### config.mk
export PLATFORM = sky130hd
export DESIGN_NAME = http_response_header_parser_flat
export DESIGN_NICKNAME = d
export VERILOG_FILES = /design/src/design/hrp_pkg.sv /design/src/design/hrp_if.sv /design/src/design/hrp_step.sv /design/src/design/http_response_header_parser.sv /design/src/flat_wrapper.sv
export SDC_FILE = /design/constraint.sdc
export NUM_CORES = 1
export LEC_CHECK = 0
export BUFFER_PORTS_ARGS = -buffer_cell sky130_fd_sc_hd__buf_2
export CORE_AREA = 2 2 150 93
export DETAILED_ROUTE_END_ITERATION = 10
export DIE_AREA = 0 0 152 95
export PLACE_DENSITY_LB_ADDON = 0.1
export SETUP_SLACK_MARGIN = 0.15
export SLEW_MARGIN = 0
export SYNTH_ARGS = -nofsm -noshare
export SYNTH_HDL_FRONTEND = slang
export SYNTH_SLANG_ARGS = --single-unit
### constraint.sdc
create_clock -name clk -period 2.4 [get_ports clk]
set_input_delay 0.36 -clock clk [delete_from_list [all_inputs] [get_ports clk]]
set_output_delay 0.36 -clock clk [all_outputs]
set_load 0.1 [all_outputs]
### src/design/hrp_pkg.sv
// Package for the HTTP response header parser.
// Holds the parse phase, status and role codes, the character constants and
// the character-class functions. No dependencies.
package hrp_pkg;

    localparam int unsigned LIMIT_W = 24;
    localparam logic [LIMIT_W-1:0] LIMIT_RESET = 24'd65536;

    localparam logic [7:0] CHAR_CR    = 8'h0D;
    localparam logic [7:0] CHAR_LF    = 8'h0A;
    localparam logic [7:0] CHAR_COLON = 8'h3A;
    localparam logic [7:0] CHAR_SP    = 8'h20;
    localparam logic [7:0] CHAR_HT    = 8'h09;
    localparam logic [7:0] CHAR_DEL   = 8'h7F;

    typedef enum logic [9:0] {
        PH_STATUS_START = 10'b00_0000_0001,
        PH_STATUS       = 10'b00_0000_0010,
        PH_LF_STATUS    = 10'b00_0000_0100,
        PH_LINE_START   = 10'b00_0000_1000,
        PH_LWS          = 10'b00_0001_0000,
        PH_NAME         = 10'b00_0010_0000,
        PH_SPACE        = 10'b00_0100_0000,
        PH_VALUE        = 10'b00_1000_0000,
        PH_LF_LINE      = 10'b01_0000_0000,
        PH_LF_END       = 10'b10_0000_0000
    } phase_t;

    typedef enum logic [1:0] {
        ST_INCOMPLETE = 2'd0,
        ST_COMPLETE   = 2'd1,
        ST_MALFORMED  = 2'd2,
        ST_TOO_LARGE  = 2'd3
    } status_t;

    typedef enum logic [2:0] {
        ROLE_NONE       = 3'd0,
        ROLE_STATUS     = 3'd1,
        ROLE_NAME_FIRST = 3'd2,
        ROLE_NAME       = 3'd3,
        ROLE_VALUE      = 3'd4
    } role_t;

    // Outcome of one parse step, passed from the step logic to the top level.
    typedef struct packed {
        phase_t  phase;
        logic    header_seen;
        status_t status;
        role_t   role;
    } step_t;

    function automatic logic is_ctl(input logic [7:0] c);
        return (c <= 8'd31) || (c == CHAR_DEL);
    endfunction

    function automatic logic is_sep(input logic [7:0] c);
        logic hit;
        unique case (c)
            8'h28, 8'h29, 8'h3C, 8'h3E, 8'h40, 8'h2C, 8'h3B, 8'h3A, 8'h5C, 8'h22,
            8'h2F, 8'h5B, 8'h5D, 8'h3F, 8'h3D, 8'h7B, 8'h7D, 8'h20, 8'h09:
                hit = 1'b1;
            default:
                hit = 1'b0;
        endcase
        return hit;
    endfunction

    // Bytes with the top bit set are outside CHAR and never token bytes.
    function automatic logic is_token(input logic [7:0] c);
        return !c[7] && !is_ctl(c) && !is_sep(c);
    endfunction

endpackage

### src/design/hrp_if.sv
// Channel interfaces of the HTTP response header parser: input bytes,
// tagged results and the byte limit write channel. No dependencies.
interface hrp_byte_if;
    logic       valid;
    logic       ready;
    logic [7:0] data_byte;

    modport source (output valid, output data_byte, input ready);
    modport sink (input valid, input data_byte, output ready);
endinterface

interface hrp_result_if;
    logic       valid;
    logic       ready;
    logic [1:0] parse_status;
    logic [2:0] byte_role;
    logic [7:0] byte_out;

    modport source (output valid, output parse_status, output byte_role, output byte_out,
                    input ready);
    modport sink (input valid, input parse_status, input byte_role, input byte_out,
                  output ready);
endinterface

interface hrp_cfg_if;
    logic        valid;
    logic        ready;
    logic [23:0] byte_limit;

    modport source (output valid, output byte_limit, input ready);
    modport sink (input valid, input byte_limit, output ready);
endinterface

### src/design/hrp_step.sv
// Parse step of the HTTP response header parser: next phase, header flag,
// status and role for one byte. Depends on hrp_pkg.
module hrp_step (
    input  hrp_pkg::phase_t phase,
    input  logic            header_seen,
    input  logic [7:0]      c,
    output hrp_pkg::step_t  step
);
    import hrp_pkg::*;

    always_comb
    begin
        step.phase       = phase;
        step.header_seen = header_seen;
        step.status      = ST_INCOMPLETE;
        step.role        = ROLE_NONE;
        unique case (phase)
            PH_STATUS_START:
            begin
                if (!is_token(c))
                begin
                    step.status = ST_MALFORMED;
                end
                else
                begin
                    step.phase = PH_STATUS;
                    step.role  = ROLE_STATUS;
                end
            end
            PH_STATUS:
            begin
                if (c == CHAR_CR)
                begin
                    step.phase = PH_LF_STATUS;
                end
                else
                begin
                    step.role = ROLE_STATUS;
                end
            end
            PH_LF_STATUS, PH_LF_LINE:
            begin
                if (c != CHAR_LF)
                begin
                    step.status = ST_MALFORMED;
                end
                else
                begin
                    step.phase = PH_LINE_START;
                end
            end
            PH_LINE_START:
            begin
                if (c == CHAR_CR)
                begin
                    step.phase = PH_LF_END;
                end
                else if (header_seen && (c == CHAR_SP || c == CHAR_HT))
                begin
                    step.phase = PH_LWS;
                end
                else if (!is_token(c))
                begin
                    step.status = ST_MALFORMED;
                end
                else
                begin
                    step.header_seen = 1'b1;
                    step.phase       = PH_NAME;
                    step.role        = ROLE_NAME_FIRST;
                end
            end
            PH_LWS:
            begin
                if (c == CHAR_CR)
                begin
                    step.phase = PH_LF_LINE;
                end
                else if (c == CHAR_SP || c == CHAR_HT)
                begin
                    step.phase = PH_LWS;
                end
                else if (is_ctl(c))
                begin
                    step.status = ST_MALFORMED;
                end
                else
                begin
                    step.phase = PH_VALUE;
                    step.role  = ROLE_VALUE;
                end
            end
            PH_NAME:
            begin
                if (c == CHAR_COLON)
                begin
                    step.phase = PH_SPACE;
                end
                else if (!is_token(c))
                begin
                    step.status = ST_MALFORMED;
                end
                else
                begin
                    step.role = ROLE_NAME;
                end
            end
            PH_SPACE:
            begin
                if (c != CHAR_SP)
                begin
                    step.status = ST_MALFORMED;
                end
                else
                begin
                    step.phase = PH_VALUE;
                end
            end
            PH_VALUE:
            begin
                if (c == CHAR_CR)
                begin
                    step.phase = PH_LF_LINE;
                end
                else if (is_ctl(c))
                begin
                    step.status = ST_MALFORMED;
                end
                else
                begin
                    step.role = ROLE_VALUE;
                end
            end
            PH_LF_END:
            begin
                step.status = (c == CHAR_LF) ? ST_COMPLETE : ST_MALFORMED;
            end
            default:
            begin
                step.status = ST_MALFORMED;
            end
        endcase
    end

endmodule

### src/design/http_response_header_parser.sv
// Top level of the HTTP response header parser.
// Depends on hrp_pkg, hrp_if (channel interfaces) and hrp_step.
//
// Usage: response bytes arrive one per request on in_bytes; every byte gives
// exactly one request on results carrying the parse status, the role of the
// byte and the byte itself. The cfg channel writes the byte limit; it is
// always ready and is meant to be written only while the parser is idle.
//
// A byte accepted on in_bytes is first held in the input register; its result
// is then registered in the output register, where results.valid goes high.
// The parser takes one byte per cycle while the receiver does not stall, as
// every byte updates the parse state once.
//
// Once a complete, malformed or too-large outcome has been reported, the
// parser keeps returning it for every further byte until reset.
// Reset clears the parse state, the byte count and the outcome, empties both
// registers and sets the byte limit to 65536.
// When the receiver stalls, the result register holds and the input register
// can still take one byte; in_bytes.ready drops only when both are full.
module http_response_header_parser (
    input  logic          clk,
    input  logic          rst_n,
    hrp_cfg_if.sink       cfg,
    hrp_byte_if.sink      in_bytes,
    hrp_result_if.source  results
);
    import hrp_pkg::*;

    logic               in_valid_reg;
    logic               in_valid_next;
    logic [7:0]         in_byte_reg;

    logic               out_valid_reg;
    logic               out_valid_next;
    status_t            out_status_reg;
    status_t            out_status_next;
    role_t              out_role_reg;
    role_t              out_role_next;
    logic [7:0]         out_byte_reg;

    phase_t             phase_reg;
    phase_t             phase_next;
    logic               header_seen_reg;
    logic               header_seen_next;
    logic [LIMIT_W-1:0] count_reg;
    logic [LIMIT_W-1:0] count_next;
    status_t            final_reg;
    status_t            final_next;
    logic [LIMIT_W-1:0] limit_reg;

    logic               advance;
    logic               in_ready;
    logic               fire;
    step_t              step;

    hrp_step u_step (
        .phase       (phase_reg),
        .header_seen (header_seen_reg),
        .c           (in_byte_reg),
        .step        (step)
    );

    assign advance  = !out_valid_reg || results.ready;
    assign in_ready = !in_valid_reg || advance;
    assign fire     = in_valid_reg && advance;

    assign cfg.ready      = 1'b1;
    assign in_bytes.ready = in_ready;

    assign results.valid        = out_valid_reg;
    assign results.parse_status = out_status_reg;
    assign results.byte_role    = out_role_reg;
    assign results.byte_out     = out_byte_reg;

    assign in_valid_next  = in_ready ? in_bytes.valid : in_valid_reg;
    assign out_valid_next = advance ? in_valid_reg : out_valid_reg;

    always_comb
    begin
        phase_next       = phase_reg;
        header_seen_next = header_seen_reg;
        count_next       = count_reg;
        final_next       = final_reg;
        out_status_next  = final_reg;
        out_role_next    = ROLE_NONE;
        if (fire)
        begin
            priority if (final_reg != ST_INCOMPLETE)
            begin
                out_status_next = final_reg;
            end
            else if (count_reg >= limit_reg)
            begin
                out_status_next = ST_TOO_LARGE;
                final_next      = ST_TOO_LARGE;
            end
            else
            begin
                // A malformed byte is still counted.
                count_next       = count_reg + {{(LIMIT_W-1){1'b0}}, 1'b1};
                phase_next       = step.phase;
                header_seen_next = step.header_seen;
                out_status_next  = step.status;
                out_role_next    = step.role;
                final_next       = step.status;
            end
        end
    end

    always_ff @(posedge clk or negedge rst_n)
    begin
        if (!rst_n)
        begin
            in_valid_reg    <= 1'b0;
            out_valid_reg   <= 1'b0;
            phase_reg       <= PH_STATUS_START;
            header_seen_reg <= 1'b0;
            count_reg       <= '0;
            final_reg       <= ST_INCOMPLETE;
            limit_reg       <= LIMIT_RESET;
        end
        else
        begin
            in_valid_reg    <= in_valid_next;
            out_valid_reg   <= out_valid_next;
            phase_reg       <= phase_next;
            header_seen_reg <= header_seen_next;
            count_reg       <= count_next;
            final_reg       <= final_next;
            if (cfg.valid)
            begin
                limit_reg <= cfg.byte_limit;
            end
        end
    end

    always_ff @(posedge clk)
    begin
        if (in_ready && in_bytes.valid)
        begin
            in_byte_reg <= in_bytes.data_byte;
        end
        if (fire)
        begin
            out_status_reg <= out_status_next;
            out_role_reg   <= out_role_next;
            out_byte_reg   <= in_byte_reg;
        end
    end

endmodule

### src/flat_wrapper.sv
// flat-port wrapper written by rule: the top's interface ports become plain ports
module http_response_header_parser_flat import hrp_pkg::*;
  (clk, rst_n, cfg_valid, cfg_byte_limit, cfg_ready, in_bytes_valid, in_bytes_data_byte, in_bytes_ready, results_valid, results_parse_status, results_byte_role, results_byte_out, results_ready);
  hrp_cfg_if cfg_i ();
  hrp_byte_if in_bytes_i ();
  hrp_result_if results_i ();
  input  logic clk;
  input  logic rst_n;
  input wire logic [$bits(cfg_i.valid)-1:0] cfg_valid;
  input wire logic [$bits(cfg_i.byte_limit)-1:0] cfg_byte_limit;
  output wire logic [$bits(cfg_i.ready)-1:0] cfg_ready;
  input wire logic [$bits(in_bytes_i.valid)-1:0] in_bytes_valid;
  input wire logic [$bits(in_bytes_i.data_byte)-1:0] in_bytes_data_byte;
  output wire logic [$bits(in_bytes_i.ready)-1:0] in_bytes_ready;
  output wire logic [$bits(results_i.valid)-1:0] results_valid;
  output wire logic [$bits(results_i.parse_status)-1:0] results_parse_status;
  output wire logic [$bits(results_i.byte_role)-1:0] results_byte_role;
  output wire logic [$bits(results_i.byte_out)-1:0] results_byte_out;
  input wire logic [$bits(results_i.ready)-1:0] results_ready;
  assign cfg_i.valid = cfg_valid;
  assign cfg_i.byte_limit = cfg_byte_limit;
  assign cfg_ready = cfg_i.ready;
  assign in_bytes_i.valid = in_bytes_valid;
  assign in_bytes_i.data_byte = in_bytes_data_byte;
  assign in_bytes_ready = in_bytes_i.ready;
  assign results_valid = results_i.valid;
  assign results_parse_status = results_i.parse_status;
  assign results_byte_role = results_i.byte_role;
  assign results_byte_out = results_i.byte_out;
  assign results_i.ready = results_ready;
  http_response_header_parser u_core (.clk(clk), .rst_n(rst_n), .cfg(cfg_i), .in_bytes(in_bytes_i), .results(results_i));
endmodule
==> summary.md, run 1 <==
| Metric | Value |
|---|---|
| DRT Pass-1 Iters | `4` |
| Clock Skews | `roughly 0.0093 ns` |
| Largest net degree at the start of global routing | `64` |
| Total GRT Usage | `16.9%` |
| Critical path required time | `2.61 ns` |
| Critical path peak fanout | `5` |
| Diodes inserted | `0` |
| Clock Tree Root | `clkbuf_16` |
| Nets | `around 640` |
| Post-synthesis sequential area ratio | `slightly below 50%` |
| Multi-input logic area | `2490 um2` |
| Final period utilization | `104%` |
| Starting Density | `34.0%` |
| Mapped cell area | `4510 um2` |
| Crit end category | `flop` |
| Max clock buf depth | `2` |
| Routed Antenna Nets | `0` |
| Static Leak | `2.86 nW` |
| Syn_nets | `around 500` |
| Clock Sink Count | `84` |
| Initial DRC Count | `130` |
| Port buffer count | `51` |
| FF/Latch Area | `approximately 2200 um2` |
| Clock-pin transition on the worst setup and hold timing paths | `0.06 ns` |
| Synth Register Bits | `84` |
| Total gr overflow | `0` |
| Final Critical Period | `2.50 ns` |
| Final WS setup | `-0.100 ns` |
| Top FF cell, synth | `dfrtp_1` |
| P per Cell Area | `679 nW/um2` |
| Worst setup SP type | `flop` |
| DR vias/cell | `4.79` |
| WL final | `11,600 um` |
| Hold violation count in the final report | `0` |
| Die width | `152 um` |
| Outcome | `complete, but fails checks` |
| Placed Area | `5490 um2` |
| Slew @ Worst Pin | `just over 0.5 ns` |
| Worst slack, placed | `-0.214 ns` |
| Fill cells | `1,257` |
| Worst skew pair latency | `0.34 ns` |
| FP Rows | `33` |
| Initial antenna violation count | `0` |
| Hpwl dp | `8220 um` |
| First-pass GRT wire length | `around 19,000 um` |
| Die footprint | `14,400 um2` |
| Syn Area/Cell | `10.2 um2` |
| Vert. Die Dim | `95 um` |
| Crit path DAT | `2.71 ns` |
| Worst VDD drop | `0.323 mV` |
| Via count | `3,613` |
| Cells after Synth | `441` |
| Number of max-cap violations | `0` |
| Finished layout cell area | `6260 um2` |
| Unrepaired setup endpoints after global routing | `yes` |
| Critical path type | `flop to flop` |
| GPL Wtd Cong | `between 0.8 and 0.9` |
| CTS Buf Count | `9` |
| Yosys warns | `0` |
| Worst hold path class | `input pin to async pin` |
| WL/cell | `15.4 um` |
| Vias in the first global route | `3,523` |
| I/O Pins | `between 50 and 60` |
| Total core area | `13,300 um2` |
| F_max | `400 MHz` |
| Headroom to the max-slew limit | `66.0%` |
| Final setup viols | `10` |
| Drc violations | `0` |
| Post-synth EDFFs | `21` |
| Distinct cells, synth | `65` |
| FFs w/ async S/R, synth | `75.0%` |
| Max-slew violations | `0` |
| CTS tree | `done` |
| H-Tree Depth | `3` |
| Total power draw | `0.00425 W` |
| Failing checks | `negative setup slack` |
| Post-layout util | `approximately 47%` |
| Layout cell share with drive strength beyond 1 | `42.2%` |
| Area Growth Syn to Fin | `38.8%` |
==> power by group <==
group	switching (W)	total [W]	internal [W]
combinational	0.000738	0.00129	0.000550
clock	0.000593	0.00130	0.000705
sequential	0.0000750	0.00166	0.00159
total	0.00141	0.00425	0.00284
==> kinds of logic after synthesis <==
kind of cell	after synthesis	synth area share, %
adder cells (fa/ha/maj)	25	6.94
other	1	0.0832
AND/OR/NAND/NOR	171	20.8
multiplexers	10	2.97
buffers and inverters	44	4.02
XOR/XNOR	28	5.44
flip-flops	84	49.0
AO/OA/AOI/OAI	78	10.7
==> stage by stage <==
stage                     setup TNS, ns  instances  hold WS, ns
after CTS                        -0.307        750       0.0386
after detailed placement          -2.09        718        0.404
after global placement            -2.37        718        0.401
after floorplan                       0        441       0.0644
final                            -0.534        755       0.0186
after global routing              -3.97        755       0.0684
==> area by class of cell <==
| type | count | area share, % |
|---|---|---|
| sequential | 84 | 35.4 |
| multi-input combinational | 314 | 39.7 |
| inverter | 25 | 1.50 |
| clock inverter | 7 | 0.820 |
| timing repair buffer | 141 | 15.5 |
| clock buffer | 9 | 3.60 |
| tap | 175 | 3.50 |
==> routing by layer <==
layer / GRT usage (%) / part of all wire (%)
met1: 27.8 / 58
met4: 3.89 / 0.78
met2: 21.1 / 36
met3: 4.18 / 5.0
met5: 0 / 0
==> cells in the mapped netlist, drive strengths merged, types with 3 or more instances <==
cell type / number / share of area (%)
nand4: 19 / 2.6
dfrtp: 61 / 34
clkbuf: 12 / 1.0
or4: 4 / 0.86
nor3: 9 / 1.0
xor2: 3 / 0.58
a211oi: 4 / 0.67
nand2b: 6 / 0.83
and4: 4 / 0.81
a21o: 3 / 0.50
or2: 3 / 0.42
a21oi: 16 / 1.9
buf: 7 / 0.94
and3: 8 / 1.1
and2: 7 / 1.0
or3: 3 / 0.53
nor2b: 4 / 0.56
o21ai: 34 / 3.9
nand2: 48 / 4.0
inv: 25 / 2.1
ha: 25 / 6.9
or3b: 3 / 0.58
xnor2: 25 / 4.9
nor2: 22 / 1.8
nor4: 4 / 0.69
mux2: 9 / 2.7
o21bai: 3 / 0.50
edfxtp: 21 / 14
nand3: 19 / 2.4
==> timing repair <==
| action | 4_1_cts | 5_1_grt |
|---|---|---|
| gates resized for setup | 59 | 18 |
| setup buffers | 13 | 5 |
| pin swaps | 35 | 15 |
| hold buffers | 0 | 0 |
| endpoints found under the setup margin | 39 | 41 |
| gates cloned | 3 | 0 |
==> cells in the final DEF, fill, tap and decap left out, types with 4 or more instances in the layout <==
cell,Yosys,routed
xnor2_1,25,22
and3_1,8,6
nand4_1,19,19
a21oi_2,1,4
buf_4,3,79
nand2_1,48,42
dfrtp_1,61,60
nand2b_1,6,6
clkbuf_16,0,9
mux2_4,6,6
ha_4,0,4
edfxtp_1,21,21
o21ai_0,33,31
nand3_1,18,7
buf_6,0,8
nor2_1,22,18
inv_1,25,22
nand2_4,0,4
nor3_1,9,5
buf_2,4,51
a21oi_1,15,11
ha_1,25,21
nand3_2,0,10
==> critical path, cell delays in order, from the launching register on <==
cell	delay (ns)
edfxtp_1	0.44
or4_4	0.61
a211oi_4	0.23
a211o_2	0.20
buf_6	0.11
nand2_4	0.05
a21oi_4	0.21
nand3_4	0.19
mux2_4	0.34
==> final timing paths <==
| kind | startpoint | end | slack, ns | depth (start not counted) |
|---|---|---|---|---|
| max in group asynchronous | rst_n | u_core.limit_reg[16] | 2.02 | 2 |
| min reg2reg | u_core.in_valid_reg | u_core.results.valid | 0.49 | 1 |
| min in group clk | in_bytes_data_byte[3] | u_core.in_byte_reg[3] | 0.20 | 1 |
| min | rst_n | u_core.phase_reg[3] | 0.02 | 2 |
| max | u_core.in_byte_reg[6] | u_core.phase_reg[1] | -0.1 | 8 |
| max reg2reg | u_core.in_byte_reg[6] | u_core.phase_reg[1] | -0.1 | 8 |
Power figures use the tool's default switching activity.
==> run 2, diff against run 1 <==
Settings changed: ABC_AREA set to 1, CORE_AREA 2 2 150 93 to 2 2 157 98, DIE_AREA 0 0 152 95 to 0 0 159 100.
==> run 2 against run 1 <==
Net effect: the run now ends clean; non-clock buffer count shrank 48; count of clock-buffer cells in the layout rose by 1; die area rose by 10%; sequential power is 4% lower; setup slack better by 0.39 ns; fmax up 18%; utilization decreased by 4.8 points; first-iteration DRC count rose by 110%; design area is 0.30% lower; clock skew down 0.00085 ns; wire length rose by 8.9%; area after synthesis increased by 9.7%; largest power group unchanged; highest routed layer unchanged.
==> summary.md, run 2 <==
| Metric | Value |
|---|---|
| Commonest non-fill, non-tap cell in the layout | `nand2_1` |
| Vias in the first global route | `3,934` |
| Most frequent cells in the layout | `158 x nand2_1, 75 x inv_1, 57 x dfrtp_1, 54 x nor2_1, 51 x buf_2` |
| CTS Buf Count | `9` |
| Most frequent CP cell | `a21oi_2` |
| Via count | `4,227` |
| Total gr overflow | `0` |
| Layer with the highest usage | `met1` |
| Count leader, synth | `nand2_1` |
| Layout cell share with drive strength beyond 1 | `28.5%` |
| P per Cell Area | `roughly 550 nW/um2` |
| Hold violation count in the final report | `0` |
| Met2 global-route usage | `between 20% and 30%` |
| Post-synthesis sequential area ratio | `between 40 and 50%` |
| Starting Density | `between 30% and 40%` |
| FP Rows | `35` |
| Unrepaired setup endpoints after global routing | `yes` |
| Critical path type | `flop to flop` |
| DR vias/cell | `approximately 4.6` |
| Setup TNS | `0 ns` |
| Cells after Synth | `623` |
| Critical path peak fanout | `7` |
| Synth cell count leaders | `165 x nand2_1, 84 x inv_1, 64 x nor2_1, 61 x dfrtp_1, 36 x o21ai_0` |
| Final setup viols | `0` |
| Crit end category | `flop` |
| Total power draw | `0.00343 W` |
| Max clock buf depth | `2` |
| Die footprint | `15,900 um2` |
| Post-layout util | `42.4%` |
| FF/Latch Area | `2210 um2` |
| Worst path cell trace | `inv_2, ha_4, a21oi_2, o21ai_1, a21oi_2, nand4_1, nor2_2, buf_6, clkinvlp_4, nor2_4, xor2_1` |
| Critical path required time | `roughly 2.7 ns` |
| DRT Pass-1 Iters | `4` |
| Syn_nets | `685` |
| CP peak stage delay | `0.52 ns` |
| Syn Area/Cell | `7.94 um2` |
| Largest area contributor in the netlist | `dfrtp_1` |
| Initial DRC Count | `roughly 280` |
| Mapped cell area | `4950 um2` |
| Final period utilization | `88.1%` |
| Worst setup SP type | `flop` |
| Placed cells | `a little under 900` |
| Synth top area share | `30.9%` |
| Fill cells | `1,540` |
| Crit path from | `u_core.limit_reg[16]` |
| Headroom to the max-slew limit | `57.2%` |
| Total GRT Usage | `16.6%` |
| FFs w/ async S/R, synth | `between 70% and 80%` |
| Outcome | `complete, no violations` |
| CP max stage cell | `dfstp_2` |
| Distinct cells, synth | `43` |
| Yosys warns | `0` |
| Crit path DAT | `2.37 ns` |
| H-Tree Depth | `3` |
| Final Critical Period | `2.11 ns` |
| Largest net degree at the start of global routing | `39` |
| WL/cell | `between 10 and 15 um` |
| Max-slew violations | `0` |
| Die width | `159 um` |
| Grt met3 use | `3.68%` |
| Hold-fix buffers, CTS | `0` |
| Worst hold path class | `input pin to async pin` |
| Drc violations | `0` |
| Clock Sink Count | `84` |
| Initial antenna violation count | `0` |
| Total core area | `14,700 um2` |
| FF-to-FF Start | `u_core.limit_reg[16]` |
| First-pass GRT wire length | `roughly 21,000 um` |
| CTS tree | `done` |
| Number of max-cap violations | `0` |
| Routed Antenna Nets | `0` |
| Post-route insts no fill | `slightly above 900` |
| Ranking of synthesized cells by area | `dfrtp_1 31%, edfxtp_1 13%, nand2_1 13%` |
| Clock-pin transition on the worst setup and hold timing paths | `0.07 ns` |
| Clock Skews | `0.00842 ns` |
| I/O Pins | `53` |
| Static Leak | `2.99 nW` |
| Post-synth EDFFs | `21` |
| Diodes inserted | `0` |
| Reg2Reg Depth | `11` |
| Worst VDD drop | `0.257 mV` |
| GPL Wtd Cong | `roughly 0.86` |
| M1 GR Usage | `26.6%` |
| Multi-input logic area | `2540 um2` |
| WL final | `12,600 um` |
| Synth Register Bits | `between 80 and 90` |
| Nets | `slightly below 800` |
| Clock Tree Root | `clkbuf_16` |
| Hpwl dp | `about 9500 um` |
| Area Growth Syn to Fin | `26.1%` |
| Top FF cell, synth | `dfrtp_1` |
| Slew @ Worst Pin | `0.643 ns` |
| Vert. Die Dim | `100 um` |
| F_max | `473 MHz` |
| Port buffer count | `51` |
| Worst skew pair latency | `around 0.34 ns` |
run 2: final timing paths:
path | end | slack (ns)
worst max-delay path | u_core.count_reg[4] | 0.29
worst min-delay path | u_core.limit_reg[4] | 0.03
worst max register to register | u_core.count_reg[4] | 0.29
worst min register to register | u_core.final_reg[1] | 0.48
max in group asynchronous | u_core.count_reg[11] | 1.90
min in group clk | u_core.in_byte_reg[7] | 0.19
run 2: critical path: cells and delay by family, from the launching register on:
family	cells	cell delay, ns
flip-flops	1	0.52
AND/OR/NAND/NOR	3	0.44
buffers and inverters	3	0.38
AO/OA/AOI/OAI	3	0.38
XOR/XNOR	1	0.17
adder cells (fa/ha/maj)	1	0.15
run 2: kinds of logic after synthesis:
| logic type | count (synthesis) | synth area share [%] |
|---|---|---|
| simple gates | 325 | 29.6 |
| buf+inv | 103 | 8.14 |
| flops | 84 | 44.7 |
| compound gates | 65 | 7.64 |
| fa+ha+maj | 25 | 6.32 |
| xor+xnor | 19 | 3.36 |
| other cells | 1 | 0.0758 |
| mux | 1 | 0.228 |
run 2: repair_timing:
action | in CTS | in global routing
endpoints found under the hold margin | 0 | 0
buffers inserted | 7 | 21
endpoints found under the setup margin | 12 | 25
gates resized for setup | 8 | 46
pin swaps | 5 | 16
run 2: layout make-up:
cell class / instances / share of cell area (%)
Clock inverter: 6 / 0.662
Sequential cell: 84 / 35.5
Inverter: 94 / 5.76
Multi-Input combinational cell: 436 / 40.7
Timing Repair Buffer: 93 / 9.67
Tap cell: 203 / 4.07
Clock buffer: 10 / 3.67
run 2: power breakdown:
group          total, W  switching, W  internal (W)  leakage [nW]
sequential      0.00159     0.0000360       0.00155         0.964
combinational  0.000549      0.000411      0.000138          1.90
clock           0.00129      0.000594      0.000700         0.126
total           0.00343       0.00104       0.00239          2.99
run 2: metal layers:
layer  wire length, um  vias up
met5                 0        -
met4               110        0
met3               624       11
met2              4750       70
met1              7160     1965
li1                  -     2181
run 2: stage by stage:
step / setup WS (ns) / hold slack [ns] / instance area (um2)
finish: 0.286 / 0.0297 / 6240
global placement: 0.175 / 0.405 / 5530
CTS: 0.162 / 0.0339 / 5890
floorplan: 0.387 / 0.0644 / 4950
global route: 0.126 / 0.0636 / 6240
detailed placement: 0.0954 / 0.411 / 5530
